<file path="src/hw/rtl/fbpa_ram.sv">
// Generic simple dual-port RAM: one write port, one read port, registered read.
// No dependencies.
module fbpa_ram #(
  parameter int WIDTH = 8,
  parameter int DEPTH = 16
) (
  input  logic                     clk,
  input  logic                     wr_en,
  input  logic [$clog2(DEPTH)-1:0] wr_addr,
  input  logic [WIDTH-1:0]         wr_data,
  input  logic [$clog2(DEPTH)-1:0] rd_addr,
  output logic [WIDTH-1:0]         rd_data
);

  logic [WIDTH-1:0] mem [DEPTH];
  logic [WIDTH-1:0] rd_data_r;

  always_ff @(posedge clk) begin
    if (wr_en) begin
      mem[wr_addr] <= wr_data;
    end
    rd_data_r <= mem[rd_addr];
  end

  assign rd_data = rd_data_r;

endmodule

</file>
<file path="config.mk">
export PLATFORM = sky130hd
export DESIGN_NAME = fbpa_ram
export DESIGN_NICKNAME = d
export VERILOG_FILES = /design/src/hw/rtl/fbpa_ram.sv
export SDC_FILE = /design/constraint.sdc
export NUM_CORES = 1
export LEC_CHECK = 0
export ABC_AREA = 1
export BUFFER_PORTS_ARGS = -buffer_cell sky130_fd_sc_hd__buf_2
export CORE_MARGIN = 2
export CORE_UTILIZATION = 40
export CTS_CLUSTER_SIZE = 16
export DETAILED_ROUTE_END_ITERATION = 8
export GPL_ROUTABILITY_DRIVEN = 0
export SLEW_MARGIN = 30
export SYNTH_ARGS = -nofsm -noshare
export SYNTH_HDL_FRONTEND = slang
export SYNTH_SLANG_ARGS = --single-unit
</file>
<file path="constraint.sdc">
create_clock -name clk -period 1.9 [get_ports clk]
set_clock_uncertainty 0.15 [all_clocks]
set_input_delay 0.475 -clock clk [delete_from_list [all_inputs] [get_ports clk]]
set_output_delay 0.475 -clock clk [all_outputs]
set_load 0.005 [all_outputs]
</file>
; ---- Word level (Yosys, flattened, before mapping)
; Memories as Yosys holds them, arrays and structs flattened. A register that Yosys moved wholly into a read port is not among the register bits.
; Cells that the tools add are included.
[classes]
mux = 2
[op_table]
columns = op, n
row1 = $mux 1, 2
[word_totals]
register_bits = 0
ram_bits = 128
in_bits = 18
out_inout_bits = 8
wordCells = 3
memories = 1
[mem_list]
columns = name, words, word_bits, read_ports, rd_ports_with_merged_regs, write_ports, line_no
row1 = mem, 16, 8, 1, 1, 1, 15  ; logic [WIDTH-1:0] mem [DEPTH];

; ---- Logic depth before layout (Yosys ltp)
; Gate-level depths: netlist of the first run.
[logic_depth]
ltp_word = 2
ltp_mapped = 8
depth_no_buf = 7

; ---- Worst setup path before layout of the first run
; Ideal clock, no wire load.
[synth_timing]
path_type = in2reg
start = input port wr_addr[2]
end = memory mem[10][0] (enable)
setup_ps = 370
arrival_time_ps = 1056
required_time_ps = 1380
path_slack_ps = 324
stages = 2
path_buffers = 0
path_cell_list = nand3b_1 > nor2_1
[synth_lines]
columns = element, line_no
row1 = from (decl), 9  ; input logic [$clog2(DEPTH)-1:0] wr_addr,
row2 = to (decl), 15
; No word-level cell before the write port.

; ---- Final worst setup path of the first run
[layout_timing]
start = register rd_data_r[2], in the netlist rd_data[2] (read register of mem)
end = output port rd_data[2]
[layout_lines]
columns = element, line_no
row1 = from (decl), 16  ; logic [WIDTH-1:0] rd_data_r;
row2 = to (decl), 12  ; output logic [WIDTH-1:0] rd_data
; No word-level cell between the ends.

==> results.md, run 1 <==
- Crit path max-delay family: flip-flops
- Core Box Area: 0.0140 mm^2
- LEAKAGE: 2.93 nW
- Status: finished clean
- Clk buf depth: 2
- Psw: 1.46 mW
- CTS Buf Count: 17
- Critical path class: register to output pin
- Int Pwr: 5.37 mW
- Rel. slew slack: 74.6%
- Wirelength per Cell: 15.8 um
- Post-route minimum period: 1560 ps
- ANT nets after route: 0
- Ports: 26
- MaxCap Viol Count: 0
- Worst R2R End: rd_data[5]$_DFF_P_
- Sequential share of power: 49.5%
- Setup Buffers After CTS: 0
- Final wirelength: 12400 um
- Final period utilization: 82.0%
- HP Class: input pin to register
- Worst slew pin tran: 381 ps
- Ant. Diodes: 0
- Seq/Total Area, Yosys: 69.4%
- Startpoint Class: register
- Slowest stage delay, CP: 380 ps
- Ranking of synthesized cells by area: edfxtp_1 67%, nand2_1 11%, nand3_1 8.4%
- RSZ-0062 raised after global routing: false
- CTS root buffer: clkbuf_16
- CP bufs+invs: 1
- Dpl hpwl: 7920 um
- Final worst slack: 342 ps
- Number of global-route vias before repair: 3575
- FF-to-FF setup slack: 740 ps
- Drt drc: 0
- Vias: 3736
- Share of the synthesized area in the top cell type: 66.7%
- Die ar.: 0.0154 mm^2
- FF+latch count, synth: 136
- First-pass GRT wire length: 19700 um
- Hold path depth: 1
- Worst r2r src: mem[9][5]$_DFFE_PP_
- Top cell type by total area after synthesis: edfxtp_1
- Pre-CTS WS: 158 ps
- Distinct cells, synth: 12
- Die H: 124 um
- Final setup viols: 0
- Gr usage total: 18.1%
- Final setup TNS: 0 ps
- Rows: 43
- Initial core utilization: 41.2%
- Pwr/cell area: 1010 mW/mm^2
- Port Buffers: 25
- Area growth from synthesis to layout: 16.7%
- Clk_lat worst skew: 410 ps
- Initial antenna violation count: 0
- Overall power: 6.83 mW
- Syn Area/Cell: 10.5 um^2
- Worst setup EP type: output pin
- Hold buffers post-CTS: 0
- Clk pwr share: 44.5%
- Syn Nets: 569
- Grt total ovfl: 0
- Initial DRT Pass Iterations: 5
- Via density: 4.74
- Logic gate share of total power: 6.0%
- Worst hold endpoint: mem[10][4]$_DFFE_PP_
- Peak Freq: 0.642 GHz
- R2R depth: 6
- CTS tree: yes
- Layout cell share with drive strength beyond 1: 12.8%
- Clock-pin slew on the worst setup and hold paths: 50 ps
- Worst hold start: wr_data[4]
- Sw frac: 21.3%
- Worst VDD drop: 0.000619 V
- DR iter-0 viols: 350
- Worst Path Max Fanout: 1
- Cts repair resizes: 0
- Largest net degree at the start of global routing: 65
- Req. time, crit path: 1270 ps
- Die W: 124 um
- Slew Limit Fails: 0
- Synthesized area: 0.00577 mm^2
- Clock Sinks: 136
- YS warnings: 0
- Syn Inst Count: 551
- Crit-path cells: buf_2
- Final hold vios: 0
- Nets: 614
- CP Data Arrival Time: 930 ps
- Critical path's slowest cell: dfxtp_1
- CTS H-tree depth: 4
how the worst max path moves through the flow:
stage	startpoint	to	slack, ps	cells past startpoint
floorplan	wr_addr[2]	mem[10][0]$_DFFE_PP_	320	2
global placement	rd_addr[1]	rd_data[2]$_DFF_P_	150	7
detailed placement	rd_addr[1]	rd_data[7]$_DFF_P_	160	7
CTS	rd_data[5]$_DFF_P_	rd_data[5]	320	1
global route	rd_data[2]$_DFF_P_	rd_data[2]	300	1
finish	rd_data[2]$_DFF_P_	rd_data[2]	340	1
power by group through the flow:
stage,clock [mW],combinational [mW],sequential [mW]
final,3.04,0.413,3.38
after CTS,3.08,0.418,3.38
after floorplan,0,0.237,3.43
after global placement,0,0.415,3.44
after detailed placement,0,0.417,3.44
after global routing,3.21,0.465,3.38
placed cells by master, fill, tap and decap left out, drive strengths merged, types with 8 or more instances in the layout:
cell / n
edfxtp: 128
inv: 102
clkbuf: 18
nand3: 97
buf: 50
clkinv: 10
dfxtp: 8
nor2: 17
nand2: 173
synth_stat cells:
master and instances:
buf_1 1, buf_2 13, buf_4 4, buf_6 6, dfxtp_1 8, edfxtp_1 128
inv_1 100, inv_2 2, nand2_1 173, nand3_1 97, nand3b_1 2, nor2_1 17
logic make-up (layout without fill, tap and decap cells):
family | after synthesis | in the layout | share of synthesized area, %
simple gates | 289 | 289 | 21.0
flops | 136 | 136 | 69.4
buf+inv | 126 | 183 | 9.52
layout make-up:
type	count	area [um^2]
Clock buffer	18	429
Clock inverter	13	113
Fill cell	1277	7260
Inverter	102	383
Multi-Input combinational cell	289	1210
Sequential cell	136	4000
Tap cell	180	225
Timing Repair Buffer	50	363
routing by layer:
layer	GRT usage, %	up-vias	wire [um]
li1	-	1860	-
met1	24.1	1730	5390
met2	26.8	116	5710
met3	4.21	30	797
met4	11.2	0	521
met5	0	-	0
stage by stage:
| step | cells | cell area, um^2 | hold WS, ps | utilization (%) |
|---|---|---|---|---|
| CTS | 788 | 6730 | 309 | 48.1 |
| floorplan | 551 | 5770 | 424 | - |
| global route | 788 | 6730 | 324 | 48.1 |
| detailed placement | 757 | 6190 | 515 | 44.2 |
| finish | 788 | 6730 | 314 | 48.1 |
| global placement | 757 | 6190 | 501 | 44.2 |
registers in the layout (all words and copies together) (netlist names):
signal and cells:
mem 128, rd_data 8
(Power assumes the default switching activity.)
==> run 2: changes to the inputs <==
- ABC_AREA: 1 -> 0
- clock period: 1.9 -> 1.4 ns (I/O delays scaled with it)
==> run 2 against run 1 <==
Against the previous run:
- the flow now finishes with violations (negative setup slack)
- critical endpoint is now rd_data[5]$_DFF_P_
- utilization is 4.2 points higher
- routed wire length is 22% lower
- largest cell class unchanged
- global-route usage is 2.5 points lower
- sequential power is 36% higher
- power is 40% higher
- register-to-register slack worse by 740 ps
- via count is 35% lower
==> results.md, run 2 <==
- Distinct cells, synth: 19 (+7)
- Clk buf depth: 2 (unchanged)
- Most common cell in the netlist: edfxtp_1
- FF-to-FF setup slack: -0.09 ps (-740 ps)
- CTS tree: yes
- Number of synthesized flops with an enable pin: 128 (unchanged)
- FF+latch count, synth: 136 (unchanged)
- Initial DRT Pass Iterations: 4 (-1)
- R2R depth: 3 (-3)
- MaxCap Viol Count: 0 (unchanged)
- Slew Limit Fails: 0 (unchanged)
- Final period utilization: 100%
- Critical path's slowest cell: mux4_2
- YS warnings: 0 (unchanged)
- Worst Path Max Fanout: 1 (unchanged)
- Port Buffers: 25 (unchanged)
- Number of global-route vias before repair: 2684 (-25%)
- Via density: 5.05 (+6.5%)
- Dpl hpwl: 6450 um (-18%)
- Wirelength per Cell: 20.2 um (+28%)
- Ant. Diodes: 0 (unchanged)
- Final worst slack: -0.0854 ps (-342 ps)
- Final hold vios: 0 (unchanged)
- CP Data Arrival Time: 1550 ps (+620 ps)
- Pwr/cell area: 1460 mW/mm^2 (+44%)
- Worst hold endpoint: mem[13][7]$_DFFE_PP_
- Failing checks: negative setup slack
- CTS H-tree depth: 4 (unchanged)
- ANT nets after route: 0 (unchanged)
- Clock-pin slew on the worst setup and hold paths: 50 ps (about the same)
- Critical path class: register to register
- Drt drc: 0 (unchanged)
- Vias: 2424 (-35%)
- CP bufs+invs: 0 (-1)
- CTS root buffer: clkbuf_16
- Worst VDD drop: 0.000878 V (+42%)
- Worst R2R End: rd_data[5]$_DFF_P_
- Initial antenna violation count: 0 (unchanged)
- Syn Nets: 247 (-57%)
- Setup Buffers After CTS: 0 (unchanged)
- Hold path depth: 1 (unchanged)
- Post-route minimum period: 1400 ps
- Most frequent cells in the layout: 128 x edfxtp_1, 32 x mux4_2, 23 x buf_2
- Layout cell share with drive strength beyond 1: 48.1% (+35 points)
- Synthesized area: 0.00515 mm^2 (-11%)
- Share of the synthesized area in the top cell type: 74.7% (+8.0 points)
- Syn Area/Cell: 22.5 um^2 (+110%)
- Initial core utilization: 41.0% (-0.27 points)
- Nets: 313 (-49%)
- Grt total ovfl: 0 (unchanged)
- Die H: 117 um (-5.3%)
- Area growth from synthesis to layout: 27.7%
- LEAKAGE: 2.18 nW (-26%)
- Status: finished with violations
- CTS Buf Count: 17 (unchanged)
- Largest register FFs: 128 (unchanged)
- Top cell type by total area after synthesis: edfxtp_1
- Worst slew pin tran: 869 ps (+488 ps)
- DR iter-0 viols: 187 (-47%)
- Clk_lat worst skew: 410 ps (about the same)
- Critical Path Source: mem[1][5]$_DFFE_PP_
- Startpoint Class: register
- RSZ-0062 raised after global routing: true
- Overall power: 9.59 mW (+40%)
- Ports: 26 (unchanged)
- Pre-CTS WS: -449 ps (-607 ps)
- Reg with most FFs: mem
- Worst r2r src: mem[1][5]$_DFFE_PP_
- Stages on worst setup path: 3 (+2)
- Rel. slew slack: 42.0% (-33 points)
- First-pass GRT wire length: 15300 um (-22%)
- Die W: 117 um (-5.3%)
- Worst setup EP type: register
- Peak Freq: 0.714 GHz
- Gr usage total: 15.6% (-2.5 points)
- Final wirelength: 9720 um (-22%)
- Clock Sinks: 136 (unchanged)
- Req. time, crit path: 1550 ps (+280 ps)
- Syn Inst Count: 229 (-58%)
- Ys flop type: edfxtp_1
- Crit path max-delay family: multiplexers
- Core Box Area: 0.0126 mm^2 (-10%)
- HP Class: input pin to register
- FFs w/ async S/R, synth: 0% (unchanged)
- Final setup viols: 1 (+1)
- Most common cell after layout, fill and taps aside: edfxtp_1
- Largest net degree at the start of global routing: 17 (-74%)
- Crit-path cells: mux4_2, a22oi_2, nand2_1
- Die ar.: 0.0138 mm^2 (-10%)
- Ranking of synthesized cells by area: edfxtp_1 75%, mux4_2 7.9%, mux4_1 7.1%
- Seq/Total Area, Yosys: 77.8% (+8.4 points)
- Worst hold start: wr_data[7]
- Slowest stage delay, CP: 510 ps (+130 ps)
- Rows: 41 (-4.7%)
- Most frequent cells after synthesis: 128 x edfxtp_1, 18 x mux4_2, 16 x a22oi_1
-- run 2: routing by layer --
layer / vias to the layer above / GRT usage, % / share of wire [%]
met5: - / 0 / 0
met4: 0 / 6.10 / 1.4
met3: 13 / 5.69 / 4.7
met2: 70 / 24.7 / 51
met1: 1253 / 19.5 / 43
li1: 1088 / - / -
-- run 2: through the flow --
step	hold WS (ps)	utilization, %	TNS, ps	cell area, um^2	instances
after floorplan	299	-	-9910	5220	229
after global placement	514	47.0	-30770	5900	448
after detailed placement	522	47.0	-32670	5900	448
after CTS	159	52.1	0	6550	480
after global routing	177	52.3	-212	6580	480
final	171	52.3	-0.0854	6580	480
-- run 2: how the worst max path moves through the flow --
stage                           to  slack (ps)
2_1_floorplan  mem[0][0]$_DFFE_PP_        -200
3_3_place_gp    rd_data[7]$_DFF_P_        -440
3_5_place_dp    rd_data[7]$_DFF_P_        -450
4_1_cts                 rd_data[0]           5
5_1_grt         rd_data[6]$_DFF_P_         -30
6_report        rd_data[5]$_DFF_P_       -0.09
-- run 2: kinds of logic after synthesis --
logic type / after synthesis / synth area share (%)
AOI/OAI and AO/OA: 16 / 2.33
buffers and inverters: 10 / 1.68
DFF: 136 / 77.8
muxes: 32 / 15.0
and+or+nand+nor: 35 / 3.18
-- run 2: area by class of cell --
class	count	area (um^2)
Clock buffer	23	488
Timing Repair Buffer	57	603
Clock inverter	9	121
Tap cell	172	215
Multi-Input combinational cell	83	1140
Sequential cell	136	4010
Fill cell	974	5990
-- run 2: timing repair --
action | in CTS | in global routing
hold endpoints to repair | 0 | 0
cloned | 0 | 0
pin swaps | 1 | 4
gates resized for setup | 10 | 7
setup endpoints to repair | 9 | 11
hold buffers | 0 | 0
-- run 2: power by group --
group | switching (mW) | total, mW | leakage [nW] | internal (mW)
sequential | 0.0340 | 4.59 | 1.22 | 4.56
combinational | 0.266 | 0.519 | 0.653 | 0.254
clock | 1.52 | 4.48 | 0.300 | 2.97
==> run 3: changes to the inputs <==
- clock period: 1.4 -> 1.1 ns (I/O delays scaled with it)
==> run 3 against run 2 <==
Against the previous run:
- the run still ends with negative setup slack left
- die area did not move
- utilization rose by 0.65 points
- critical endpoint is now rd_data[1]$_DFF_P_
- clock-buffer cell count down 4
- setup slack worse by 330 ps
- largest cell class unchanged
==> results.md, run 3 (synthesis results as in run 2) <==
- Initial DRT Pass Iterations: 4 (unchanged)
- Final hold vios: 0 (unchanged)
- Nets: 314 (+0.32%)
- Clk_lat worst skew: 400 ps (about the same)
- Grt total ovfl: 0 (unchanged)
- Design Area, Final: 0.00666 mm^2 (+1.2%)
- Critical path class: register to register
- Die ar.: 0.0138 mm^2 (unchanged)
- Area growth from synthesis to layout: 29.3%
- Dpl hpwl: 6500 um (+0.69%)
- Clk buf depth: 2 (unchanged)
- Pwr/cell area: 1780 mW/mm^2 (+22%)
- Largest register FFs: 128 (unchanged)
- CTS Buf Count: 17 (unchanged)
- Initial antenna violation count: 1 (+1)
- Largest net degree at the start of global routing: 19 (+2)
- Peak Freq: 0.697 GHz (-2.4%)
- Post-route minimum period: 1430 ps (+34.2 ps)
- CP bufs+invs: 0 (unchanged)
- Most common cell after layout, fill and taps aside: edfxtp_1
- Final period utilization: 130% (+30 points)
- Rows: 41 (unchanged)
- First-pass GRT wire length: 15700 um (+2.5%)
- MaxCap Viol Count: 0 (unchanged)
- Final wirelength: 9900 um (+1.9%)
- Worst setup EP type: register
- Die W: 117 um (unchanged)
- Slew Limit Fails: 0 (unchanged)
- Die H: 117 um (unchanged)
- Ports: 26 (unchanged)
- Clock Sinks: 136 (unchanged)
- FILL cells: 955 (-2.0%)
- Reg with most FFs: mem
- Crit-path cells: mux4_2, a22oi_2, nand2_1
- Crit path max-delay family: multiplexers
- Wirelength per Cell: 20.5 um (+1.5%)
- Gr usage total: 16.0% (+0.40 points)
- Register area: 0.00401 mm^2 (about the same)
- DR iter-0 viols: 211 (+13%)
- Req. time, crit path: 1230 ps (-320 ps)
- CTS H-tree depth: 4 (unchanged)
- Vias: 2447 (+0.95%)
- Rel. slew slack: 37.7% (-4.3 points)
- Most frequent cells in the layout: 128 x edfxtp_1, 32 x mux4_2, 21 x buf_2
- CTS tree: yes
- Clock-pin slew on the worst setup and hold paths: 60 ps (about the same)
- Critical path's slowest cell: mux4_2
- Slowest stage delay, CP: 480 ps (-30 ps)
- Status: finished with violations
- Worst VDD drop: 0.00114 V (+29%)
- Port Buffers: 25 (unchanged)
- Core Box Area: 0.0126 mm^2 (unchanged)
- Worst Path Max Fanout: 1 (unchanged)
- Layout cell share with drive strength beyond 1: 48.9% (+0.82 points)
- LEAKAGE: 2.19 nW (+0.75%)
- Startpoint Class: register
- Cell Area, Placed: 0.00598 mm^2 (+1.3%)
- Drt drc: 0 (unchanged)
- Number of global-route vias before repair: 2630 (-2.0%)
- Failing checks: negative setup slack
- Final worst slack: -334 ps (-334 ps)
- HP Class: input pin to register
- ANT nets after route: 0 (unchanged)
- Via density: 5.08 (+0.53%)
- Multi-input gate area: 0.00119 mm^2 (+4.7%)
- Worst slew pin tran: 932 ps (+63.1 ps)
- CTS root buffer: clkbuf_16
- Initial core utilization: 41.0% (unchanged)
- RSZ-0062 raised after global routing: true
- Pre-CTS WS: -725 ps (-276 ps)
- Final setup viols: 64 (+63)
- CP Data Arrival Time: 1570 ps (+20 ps)
run 3: changes by cell type in the layout (fill, tap and decap cells not counted), sizes merged:
cell,change
clkinvlp,+2
buf,+1
diode,+1
bufinv,-1
clkbuf,-4
clkinv,+3
run 3: metrics by stage:
step | power, mW | instances | TNS (ps) | utilization, % | hold slack (ps)
6_report | 11.9 | 482 | -5520 | 53.0 | 103
5_1_grt | 12.3 | 481 | -6680 | 52.9 | 98.0
4_1_cts | 12.0 | 481 | -5220 | 52.8 | 89.4
3_5_place_dp | 6.60 | 447 | -61190 | 47.6 | 510
3_3_place_gp | 6.59 | 447 | -60470 | 47.6 | 501
2_1_floorplan | 6.28 | 229 | -33740 | - | 224
run 3: worst paths after layout:
| kind | startpoint | to | slack (ps) | cells after the start |
|---|---|---|---|---|
| setup reg to reg | mem[3][1]$_DFFE_PP_ | rd_data[1]$_DFF_P_ | -330 | 3 |
| hold / removal | wr_data[7] | mem[2][7]$_DFFE_PP_ | 100 | 1 |
| hold reg to reg | mem[14][1]$_DFFE_PP_ | rd_data[1]$_DFF_P_ | 530 | 3 |
| setup / recovery | mem[3][1]$_DFFE_PP_ | rd_data[1]$_DFF_P_ | -330 | 3 |
run 3: what timing repair did:
item                       in CTS  in global routing
gates resized for setup        21                  2
gates cloned                    0                  0
buffers inserted                2                  0
setup endpoints to repair     112                 72
hold buffers                    0                  0
pin swaps                       5                  5
run 3: layer usage:
layer	track usage [%]	part of all wire, %	wire length, um	vias to the layer above
li1	-	-	-	1093
met1	21.5	42	4200	1282
met2	24.9	50	4970	66
met3	5.16	6.8	673	6
met4	5.12	0.64	63	0
met5	0	0	0	-
run 3: power by group:
group          switching, mW  total, mW  internal (mW)
Combinational          0.355      0.692          0.336
Clock                   1.97       5.34           3.37
Sequential            0.0385       5.84           5.80
Total                   2.37       11.9           9.51
run 3: cell type report:
class / count / area share, %
antenna: 1 / 0.0376
clock buffer: 19 / 6.65
clock inverter: 13 / 1.95
multi-input combinational: 83 / 17.9
sequential: 136 / 60.2
tap: 172 / 3.23
timing repair buffer: 58 / 9.96
run 3: worst reg2reg max path: stages, from the launching register on:
cell and delay [ps]:
edfxtp_1 370, mux4_2 480, a22oi_2 240, nand2_1 80
